[src/rtl/bqy_pkg.sv]
// Shared types and constants for the Bayer quad to YCbCr unit.
// Holds the window and pixel beat layouts and the color conversion weights.
// No dependencies.
package bqy_pkg;

    // One input beat: four rows of the 4x4 raw window, column x-1 in the low byte.
    typedef struct packed {
        logic [31:0] window_row0;
        logic [31:0] window_row1;
        logic [31:0] window_row2;
        logic [31:0] window_row3;
    } t_win_beat;

    // One output beat: Y, Cb and Cr bytes for each pixel of the 2x2 quad.
    typedef struct packed {
        logic [7:0] luma_top_left;
        logic [7:0] blue_diff_top_left;
        logic [7:0] red_diff_top_left;
        logic [7:0] luma_top_right;
        logic [7:0] blue_diff_top_right;
        logic [7:0] red_diff_top_right;
        logic [7:0] luma_bottom_left;
        logic [7:0] blue_diff_bottom_left;
        logic [7:0] red_diff_bottom_left;
        logic [7:0] luma_bottom_right;
        logic [7:0] blue_diff_bottom_right;
        logic [7:0] red_diff_bottom_right;
    } t_pix_beat;

    // Converted color of one pixel.
    typedef struct packed {
        logic [7:0] luma;
        logic [7:0] blue_diff;
        logic [7:0] red_diff;
    } t_ycbcr;

    // Color weights, scaled by 128.
    localparam logic [15:0] Y_R_COEF   = 16'd38;
    localparam logic [15:0] Y_G_COEF   = 16'd75;
    localparam logic [15:0] Y_B_COEF   = 16'd15;
    localparam logic [15:0] CB_R_COEF  = 16'd21;
    localparam logic [15:0] CB_G_COEF  = 16'd43;
    localparam logic [15:0] CR_G_COEF  = 16'd54;
    localparam logic [15:0] CR_B_COEF  = 16'd10;
    // Keeps the chroma sums non-negative; after the shift it is the 0x80 offset.
    localparam logic [15:0] CHROMA_BIAS = 16'd16384;

endpackage

[src/rtl/bqy_if.sv]
// Valid/ready channels of the Bayer quad to YCbCr unit.
// Depends on bqy_pkg for the beat layouts.
interface bqy_win_if;
    logic                 valid;
    logic                 ready;
    bqy_pkg::t_win_beat   data;

    modport source (output valid, output data, input ready);
    modport sink   (input valid, input data, output ready);
endinterface

interface bqy_pix_if;
    logic                 valid;
    logic                 ready;
    bqy_pkg::t_pix_beat   data;

    modport source (output valid, output data, input ready);
    modport sink   (input valid, input data, output ready);
endinterface

[src/rtl/bayer_quad_to_ycbcr_unit.sv]
// Bayer quad demosaic and YCbCr conversion: an accepted window beat passes
// through the window register and then the output register to its pixel beat
// on o_pix; throughput one quad per cycle while o_pix.ready stays high.
// The window register feeds short demosaic and constant-weight logic that lands
// in the output register; each stage advances when the stage after it is empty
// or is being drained, so a held result stalls the input only once the window
// stage behind it is full too.
// Synchronous active-low reset clears both stage valid bits; payload is not reset.
module bayer_quad_to_ycbcr_unit (
    input  logic          i_clk,
    input  logic          i_rst_n,
    bqy_win_if.sink       i_win,
    bqy_pix_if.source     o_pix
);
    import bqy_pkg::*;

    // Truncating byte average.
    function automatic logic [7:0] avg2(input logic [7:0] p, input logic [7:0] q);
        logic [8:0] sum;
        begin
            sum = {1'b0, p} + {1'b0, q};
            return sum[8:1];
        end
    endfunction

    // RGB to YCbCr with weights scaled by 128; all sums fit in 15 bits.
    function automatic t_ycbcr to_ycbcr(input logic [7:0] r, input logic [7:0] g,
                                        input logic [7:0] b);
        logic [15:0] y_sum;
        logic [15:0] cb_sum;
        logic [15:0] cr_sum;
        t_ycbcr      res;
        begin
            y_sum  = Y_R_COEF * {8'd0, r} + Y_G_COEF * {8'd0, g} + Y_B_COEF * {8'd0, b};
            cb_sum = ({2'd0, b, 6'd0} + CHROMA_BIAS)
                     - (CB_R_COEF * {8'd0, r} + CB_G_COEF * {8'd0, g});
            cr_sum = ({2'd0, r, 6'd0} + CHROMA_BIAS)
                     - (CR_G_COEF * {8'd0, g} + CR_B_COEF * {8'd0, b});
            res.luma      = y_sum[14:7];
            res.blue_diff = cb_sum[14:7];
            res.red_diff  = cr_sum[14:7];
            return res;
        end
    endfunction

    // ---------------------------------------------------------------------
    // Stage control
    // ---------------------------------------------------------------------
    logic       r_s1_valid;
    t_win_beat  r_s1_win;
    logic       r_out_valid;
    t_pix_beat  r_out_pix;

    logic       s2_ready;   // output register can take a new result
    logic       s1_ready;   // window register can take a new beat
    logic       n_s1_valid;
    logic       n_out_valid;

    assign s2_ready = !r_out_valid || o_pix.ready;
    assign s1_ready = !r_s1_valid || s2_ready;

    assign i_win.ready = s1_ready;
    assign o_pix.valid = r_out_valid;
    assign o_pix.data  = r_out_pix;

    always_comb begin
        // Window stage fills on an input beat, drains into the output stage.
        n_s1_valid = s1_ready ? i_win.valid : r_s1_valid;
        // Output stage fills from the window stage, empties on a taken beat.
        n_out_valid = s2_ready ? r_s1_valid : r_out_valid;
    end

    always_ff @(posedge i_clk) begin
        if (!i_rst_n) begin
            r_s1_valid  <= 1'b0;
            r_out_valid <= 1'b0;
        end else begin
            r_s1_valid  <= n_s1_valid;
            r_out_valid <= n_out_valid;
        end
    end

    // ---------------------------------------------------------------------
    // Window register
    // ---------------------------------------------------------------------
    always_ff @(posedge i_clk) begin
        if (s1_ready && i_win.valid) begin
            r_s1_win <= i_win.data;
        end
    end

    // ---------------------------------------------------------------------
    // Demosaic: row 1 is blue/green, row 2 is green/red at columns x, x+1
    // ---------------------------------------------------------------------
    logic [7:0] a [4];  // row above
    logic [7:0] b [4];  // upper quad row
    logic [7:0] c [4];  // lower quad row
    logic [7:0] d [4];  // row below
    logic [7:0] e [4];  // vertical average of rows 0 and 2
    logic [7:0] f [4];  // vertical average of rows 1 and 3

    always_comb begin
        for (int i = 0; i < 4; i++) begin
            a[i] = r_s1_win.window_row0[8*i +: 8];
            b[i] = r_s1_win.window_row1[8*i +: 8];
            c[i] = r_s1_win.window_row2[8*i +: 8];
            d[i] = r_s1_win.window_row3[8*i +: 8];
            e[i] = avg2(a[i], c[i]);
            f[i] = avg2(b[i], d[i]);
        end
    end

    t_ycbcr px_tl;
    t_ycbcr px_tr;
    t_ycbcr px_bl;
    t_ycbcr px_br;

    // Blue site: red from the four diagonals, green from the cross.
    assign px_tl = to_ycbcr(avg2(e[0], e[2]), avg2(avg2(b[0], b[2]), e[1]), b[1]);
    // Green site in a blue row.
    assign px_tr = to_ycbcr(e[2], b[2], avg2(b[1], b[3]));
    // Green site in a red row.
    assign px_bl = to_ycbcr(avg2(c[0], c[2]), c[1], f[1]);
    // Red site: green from the cross, blue from the four diagonals.
    assign px_br = to_ycbcr(c[2], avg2(avg2(c[1], c[3]), f[2]), avg2(f[1], f[3]));

    // ---------------------------------------------------------------------
    // Output register: advance when empty or when the current beat is taken
    // ---------------------------------------------------------------------
    always_ff @(posedge i_clk) begin
        if (s2_ready && r_s1_valid) begin
            r_out_pix.luma_top_left          <= px_tl.luma;
            r_out_pix.blue_diff_top_left     <= px_tl.blue_diff;
            r_out_pix.red_diff_top_left      <= px_tl.red_diff;
            r_out_pix.luma_top_right         <= px_tr.luma;
            r_out_pix.blue_diff_top_right    <= px_tr.blue_diff;
            r_out_pix.red_diff_top_right     <= px_tr.red_diff;
            r_out_pix.luma_bottom_left       <= px_bl.luma;
            r_out_pix.blue_diff_bottom_left  <= px_bl.blue_diff;
            r_out_pix.red_diff_bottom_left   <= px_bl.red_diff;
            r_out_pix.luma_bottom_right      <= px_br.luma;
            r_out_pix.blue_diff_bottom_right <= px_br.blue_diff;
            r_out_pix.red_diff_bottom_right  <= px_br.red_diff;
        end
    end

    // ---------------------------------------------------------------------
    // Assertions
    // ---------------------------------------------------------------------
    // An accepted window always lands in the window stage.
    a_accept_fills_s1: assert property (@(posedge i_clk) disable iff (!i_rst_n)
        (i_win.valid && i_win.ready) |=> r_s1_valid)
        else $error("accepted window beat lost");

    // A window moving into a free output stage shows up as a result.
    a_s1_reaches_out: assert property (@(posedge i_clk) disable iff (!i_rst_n)
        (r_s1_valid && s2_ready) |=> o_pix.valid)
        else $error("window stage did not advance into output register");

    // An empty window stage never stalls the input.
    a_empty_takes: assert property (@(posedge i_clk) disable iff (!i_rst_n)
        !r_s1_valid |-> i_win.ready)
        else $error("input stalled with empty window stage");

    // Reset empties both stages.
    a_reset_clears: assert property (@(posedge i_clk)
        !i_rst_n |=> (!r_s1_valid && !o_pix.valid))
        else $error("stage valid bits not cleared by reset");

endmodule
[src/flat_wrapper.sv]
// flat-port wrapper written by rule: the top's interface ports become plain ports
module bayer_quad_to_ycbcr_unit_flat import bqy_pkg::*;
  (i_clk, i_rst_n, i_win_valid, i_win_data, i_win_ready, o_pix_valid, o_pix_data, o_pix_ready);
  bqy_win_if i_win_i ();
  bqy_pix_if o_pix_i ();
  input  logic i_clk;
  input  logic i_rst_n;
  input wire logic [$bits(i_win_i.valid)-1:0] i_win_valid;
  input wire logic [$bits(i_win_i.data)-1:0] i_win_data;
  output wire logic [$bits(i_win_i.ready)-1:0] i_win_ready;
  output wire logic [$bits(o_pix_i.valid)-1:0] o_pix_valid;
  output wire logic [$bits(o_pix_i.data)-1:0] o_pix_data;
  input wire logic [$bits(o_pix_i.ready)-1:0] o_pix_ready;
  assign i_win_i.valid = i_win_valid;
  assign i_win_i.data = i_win_data;
  assign i_win_ready = i_win_i.ready;
  assign o_pix_valid = o_pix_i.valid;
  assign o_pix_data = o_pix_i.data;
  assign o_pix_i.ready = o_pix_ready;
  bayer_quad_to_ycbcr_unit u_core (.i_clk(i_clk), .i_rst_n(i_rst_n), .i_win(i_win_i), .o_pix(o_pix_i));
endmodule
[config.mk]
export PLATFORM = sky130hd
export DESIGN_NAME = bayer_quad_to_ycbcr_unit_flat
export DESIGN_NICKNAME = d
export VERILOG_FILES = /design/src/rtl/bqy_pkg.sv /design/src/rtl/bqy_if.sv /design/src/rtl/bayer_quad_to_ycbcr_unit.sv /design/src/flat_wrapper.sv
export SDC_FILE = /design/constraint.sdc
export NUM_CORES = 2
export LEC_CHECK = 0
export BUFFER_PORTS_ARGS = -buffer_cell sky130_fd_sc_hd__buf_2
export CAP_MARGIN = 20
export CELL_PAD_IN_SITES_DETAIL_PLACEMENT = 1
export CELL_PAD_IN_SITES_GLOBAL_PLACEMENT = 2
export CORE_MARGIN = 5
export CORE_UTILIZATION = 43
export CTS_BUF_LIST = sky130_fd_sc_hd__clkbuf_8
export DETAILED_ROUTE_END_ITERATION = 7
export PLACE_DENSITY_LB_ADDON = 0.08
export SLEW_MARGIN = 20
export SYNTH_ARGS = -nofsm -noshare
export SYNTH_HDL_FRONTEND = slang
export SYNTH_SLANG_ARGS = --single-unit
[constraint.sdc]
create_clock -name i_clk -period 9.2 [get_ports i_clk]
set_input_delay 0.92 -clock i_clk [delete_from_list [all_inputs] [get_ports i_clk]]
set_output_delay 0.92 -clock i_clk [all_outputs]
set_load 0.01 [all_outputs]
Word level (Yosys, flattened, before mapping)
Index checks and enable logic that the tools add are counted.
- bits in registers: 218
- input bits: 132
- add/subtract/negate cells: 46
- multipliers: 28
- reduce and logical (&&, ||, !) cells: 6
- operators by type and width (operator ; number):
    $mul A5 B8 Y13 const A ; 12
    $add A8 B8 Y9 ; 14
    $add A14 B15 Y15 const B ; 8
    $sub A15 B15 Y15 ; 8
    $add A13 B14 Y15 ; 4
    $add A14 B12 Y15 ; 4
    $add A14 B15 Y15 ; 4
    $add A15 B12 Y15 ; 4
    $mul A7 B8 Y15 const A ; 4
    $mul A6 B8 Y14 const A ; 4
    $mul A4 B8 Y12 const A ; 4
    $mul A3 B8 Y11 const A ; 4
    $logic_and A1 B1 Y1 ; 2
    $logic_not A1 Y1 ; 2
    $logic_or A1 B1 Y1 ; 2

Longest topological paths before layout
- word-level depth: 5
- depth in mapped cells: 37
- depth with buffers taken out: 37

Worst setup path after synthesis
OpenSTA, ideal clock, no wires.
- path kind: register to register
- from: register u_core.r_s1_win (netlist bit u_core.c[8])
- to: register u_core.r_out_pix (netlist bit u_core.o_pix.data[95]), data pin
- setup time: 0.260 ns
- data arrival time: 7.871 ns
- data required time: 8.940 ns
- setup slack: 1.069 ns
- cell stages (with the launch flop): 30
- buffers on the path: 0
- path through: edfxtp_1 > and2_1 > fa_1 > xor2_1 > ha_1 > a21o_1 > a21o_1 > a31oi_1 > xor2_1 > inv_1 > ha_1 > fa_1 > ha_1 > a21oi_1 > xnor2_1 > fa_1 > fa_1 > inv_1 > fa_1 > inv_1 > fa_1 > inv_1 > ha_1 > and3_1 > a21o_1 > a41o_1 > o21a_1 > o21a_1 > nor2_1 > xor2_1
- RTL lines (item ; line ; text):
    from (decl) ; bayer_quad_to_ycbcr_unit.sv:50 ; t_win_beat r_s1_win;
    from (signal assigned) ; bayer_quad_to_ycbcr_unit.sv:88 ; r_s1_win <= i_win.data;
    to (decl) ; bayer_quad_to_ycbcr_unit.sv:52 ; t_pix_beat r_out_pix;

==> flow_summary.json <==
{
  "crit_family": "adder cells",
  "final_common_cell": "inv_1",
  "numClockSinks": 210,
  "hold_viol_final": 0,
  "start_util_pct": 43.3,
  "muxShareOfSynthArea_pct": 0.0330,
  "cts.htree.levels": 2,
  "rsz0062_at_grt": "false",
  "cts_setup_buffers": 0,
  "worst_ep_arrival_time_ns": 9.05,
  "worstSetupStartpointType": "flop",
  "synth.avg_cell_area_um2": 10.7,
  "insertion_delay_ns": 0.66,
  "cp_slowest_cell": "fa_1",
  "end_kind": "flop",
  "dp_hpwl_um": 82700,
  "dr.pass1.iters": 5,
  "drv_slew": 0,
  "grt_first_pass_wirelength_um": 152000,
  "grt_max_degree": 64,
  "grt_pass1_vias": 27300,
  "cp.required_ns": 9.59,
  "dp_cells": 4526,
  "drt-wirelength-per-cell_um": 20.9,
  "cp_max_fo": 6,
  "outcome": "finished, final reports clean",
  "clk_pin_slew_ns": 0.06,
  "nets": 4833,
  "async_reset_ff_share_pct": 0,
  "fillers": 8764,
  "cts-root-buf": "clkbuf_8",
  "synth_top_area_cell": "fa_1",
  "ys_ff_latch": 210,
  "holdBufCountCts": 0,
  "grt_remaining_overflow": 0,
  "worstPathBufferInverterCount": 5,
  "fp.dieW_um": 292,
  "synth-edff-count": 208,
  "drc_errors": 0,
  "grt_antenna_before_repair": 7,
  "synth_area_leaders": "fa_1 (27%), ha_1 (27%), edfxtp_1 (18%)",
  "stdcell_count": 4612,
  "ant_nets": 0,
  "hold_path.class": "primary input to flop",
  "num_vias": 23600,
  "gp_congestion": 0.887,
  "fmax_mhz": 115,
  "yosysSeqAreaShare_pct": 18.4,
  "grt_util_all_layers_pct": 23.0,
  "cts_max_path_buffers": 3,
  "ioPinCount": 230,
  "worst_pin_slew_ns": 1.14,
  "tns_ns": 0,
  "post-route-period-util_pct": 94.2,
  "cts_resized": 0,
  "syn_nets": 4497,
  "setup_violations": 0,
  "cts_tree": "done",
  "syn_area_um2": 34100,
  "area_growth_pct": 11.3,
  "die_area_um2": 85100,
  "synthXorXnorAreaFrac_pct": 6.70,
  "rows": 103,
  "drtIter0Drc": 975,
  "max_stage_delay_ns": 0.53,
  "synth_cells": 3187,
  "finalCriticalPeriod_ns": 8.66,
  "ys_types": 57,
  "die_h_um": 292,
  "drive_gt1_share_pct": 10.8,
  "yosysWarnings": 0,
  "worst_clock_skew_ns": 0.0477,
  "cts-buffers-inserted": 45,
  "yosys.area_share.adder_pct": 53.2,
  "synth_top_cell_area_share_pct": 26.6,
  "io_buffers": 213,
  "routed_wl_um": 96600,
  "multi_input_area_um2": 25000,
  "final_cell_mix": "inv_1 (783), ha_1 (724), fa_1 (454), buf_2 (213), edfxtp_1 (208)",
  "core_area_um2": 78900,
  "viasPerCell": 5.12,
  "synth_top_family_by_area": "adder cells",
  "synthFlopType": "edfxtp_1",
  "slew_headroom_pct": 23.3,
  "maxCapViolCount": 0,
  "synth-simple-area-share_pct": 3.84,
  "seqCellArea_um2": 6290,
  "synth_compound_area_share_pct": 9.30,
  "crit_type": "flop to flop"
}
==> worst reg2reg max path: cells and delay by family (launching register included) <==
family	cells	cell delay, ns
fa+ha+maj	10	4.14
compound gates	13	2.61
buf+inv	5	0.59
xor+xnor	3	0.51
flops	1	0.40
simple gates	2	0.18
==> flip-flops by register name (all words and copies together) (netlist names) <==
signal / cells
u_core.a: 24
u_core.b: 32
u_core.c: 32
u_core.d: 24
u_core.o_pix.data: 96
u_core.o_pix.valid: 1
u_core.r_s1_valid: 1
==> cell usage after synthesis (all sizes together) (2+ instances only) <==
library cell	instances
o31a	2
o31ai	7
o21ai	74
nor3	25
edfxtp	208
a221oi	2
inv	773
or2	6
a21oi	180
dfxtp	2
o21bai	61
nand2	58
o211ai	2
and2	14
fa	454
o311a	2
a31oi	10
nor2	86
nor4	3
a31o	9
xor3	2
nand4	6
xnor2	154
o311ai	4
xor2	98
a21boi	8
a21o	84
ha	724
nor4b	2
a41o	7
o21a	31
nand2b	16
or4	3
nand3	13
a211oi	6
and3	3
or3	3
nor2b	31
a211o	3
==> cells by family after synthesis <==
family,after synthesis
fa+ha+maj,1178
buf+inv,773
compound gates,498
simple gates,272
xor+xnor,255
flops,210
mux,1
==> per-stage QoR <==
stage | area, um^2 | util, % | hold slack (ns) | setup WS [ns]
after floorplan | 34100 | - | 0.477 | 1.07
after global placement | 37100 | 47.0 | 0.503 | 0.654
after detailed placement | 37100 | 47.0 | 0.531 | 0.543
after CTS | 38000 | 48.1 | 0.362 | 0.524
after global routing | 38000 | 48.1 | 0.381 | 0.0234
final | 38000 | 48.1 | 0.437 | 0.535
==> final timing paths <==
check                    start                    end  slack [ns]  depth (start not counted)
max               u_core.c[10]  u_core.o_pix.data[95]        0.54                         33
min             i_win_data[29]            u_core.d[5]        0.44                          1
max reg2reg       u_core.c[10]  u_core.o_pix.data[95]        0.54                         33
min reg2reg  u_core.r_s1_valid     u_core.o_pix.valid        0.54                          1
==> routing by layer <==
layer  vias to the layer above  routed length (um)  track usage [%]
met2                       422               44600             38.1
met3                       125                4860             3.75
met1                     11900               44300             31.8
met4                         0                2850             5.97
li1                      11100                   -                -
met5                         -                   0                0
==> cell type report <==
| type | instances | share of cell area (%) |
|---|---|---|
| Timing Repair Buffer | 289 | 4.31 |
| Tap cell | 1050 | 3.46 |
| Sequential cell | 210 | 16.6 |
| Multi-Input combinational cell | 2204 | 65.7 |
| Inverter | 773 | 7.64 |
| Clock inverter | 36 | 0.593 |
| Clock buffer | 47 | 1.70 |
| Antenna cell | 3 | 0.0198 |
Power is left out: the tool's default activity adds up to more than one toggle a clock period on the data nets, which glitch-free logic cannot reach.
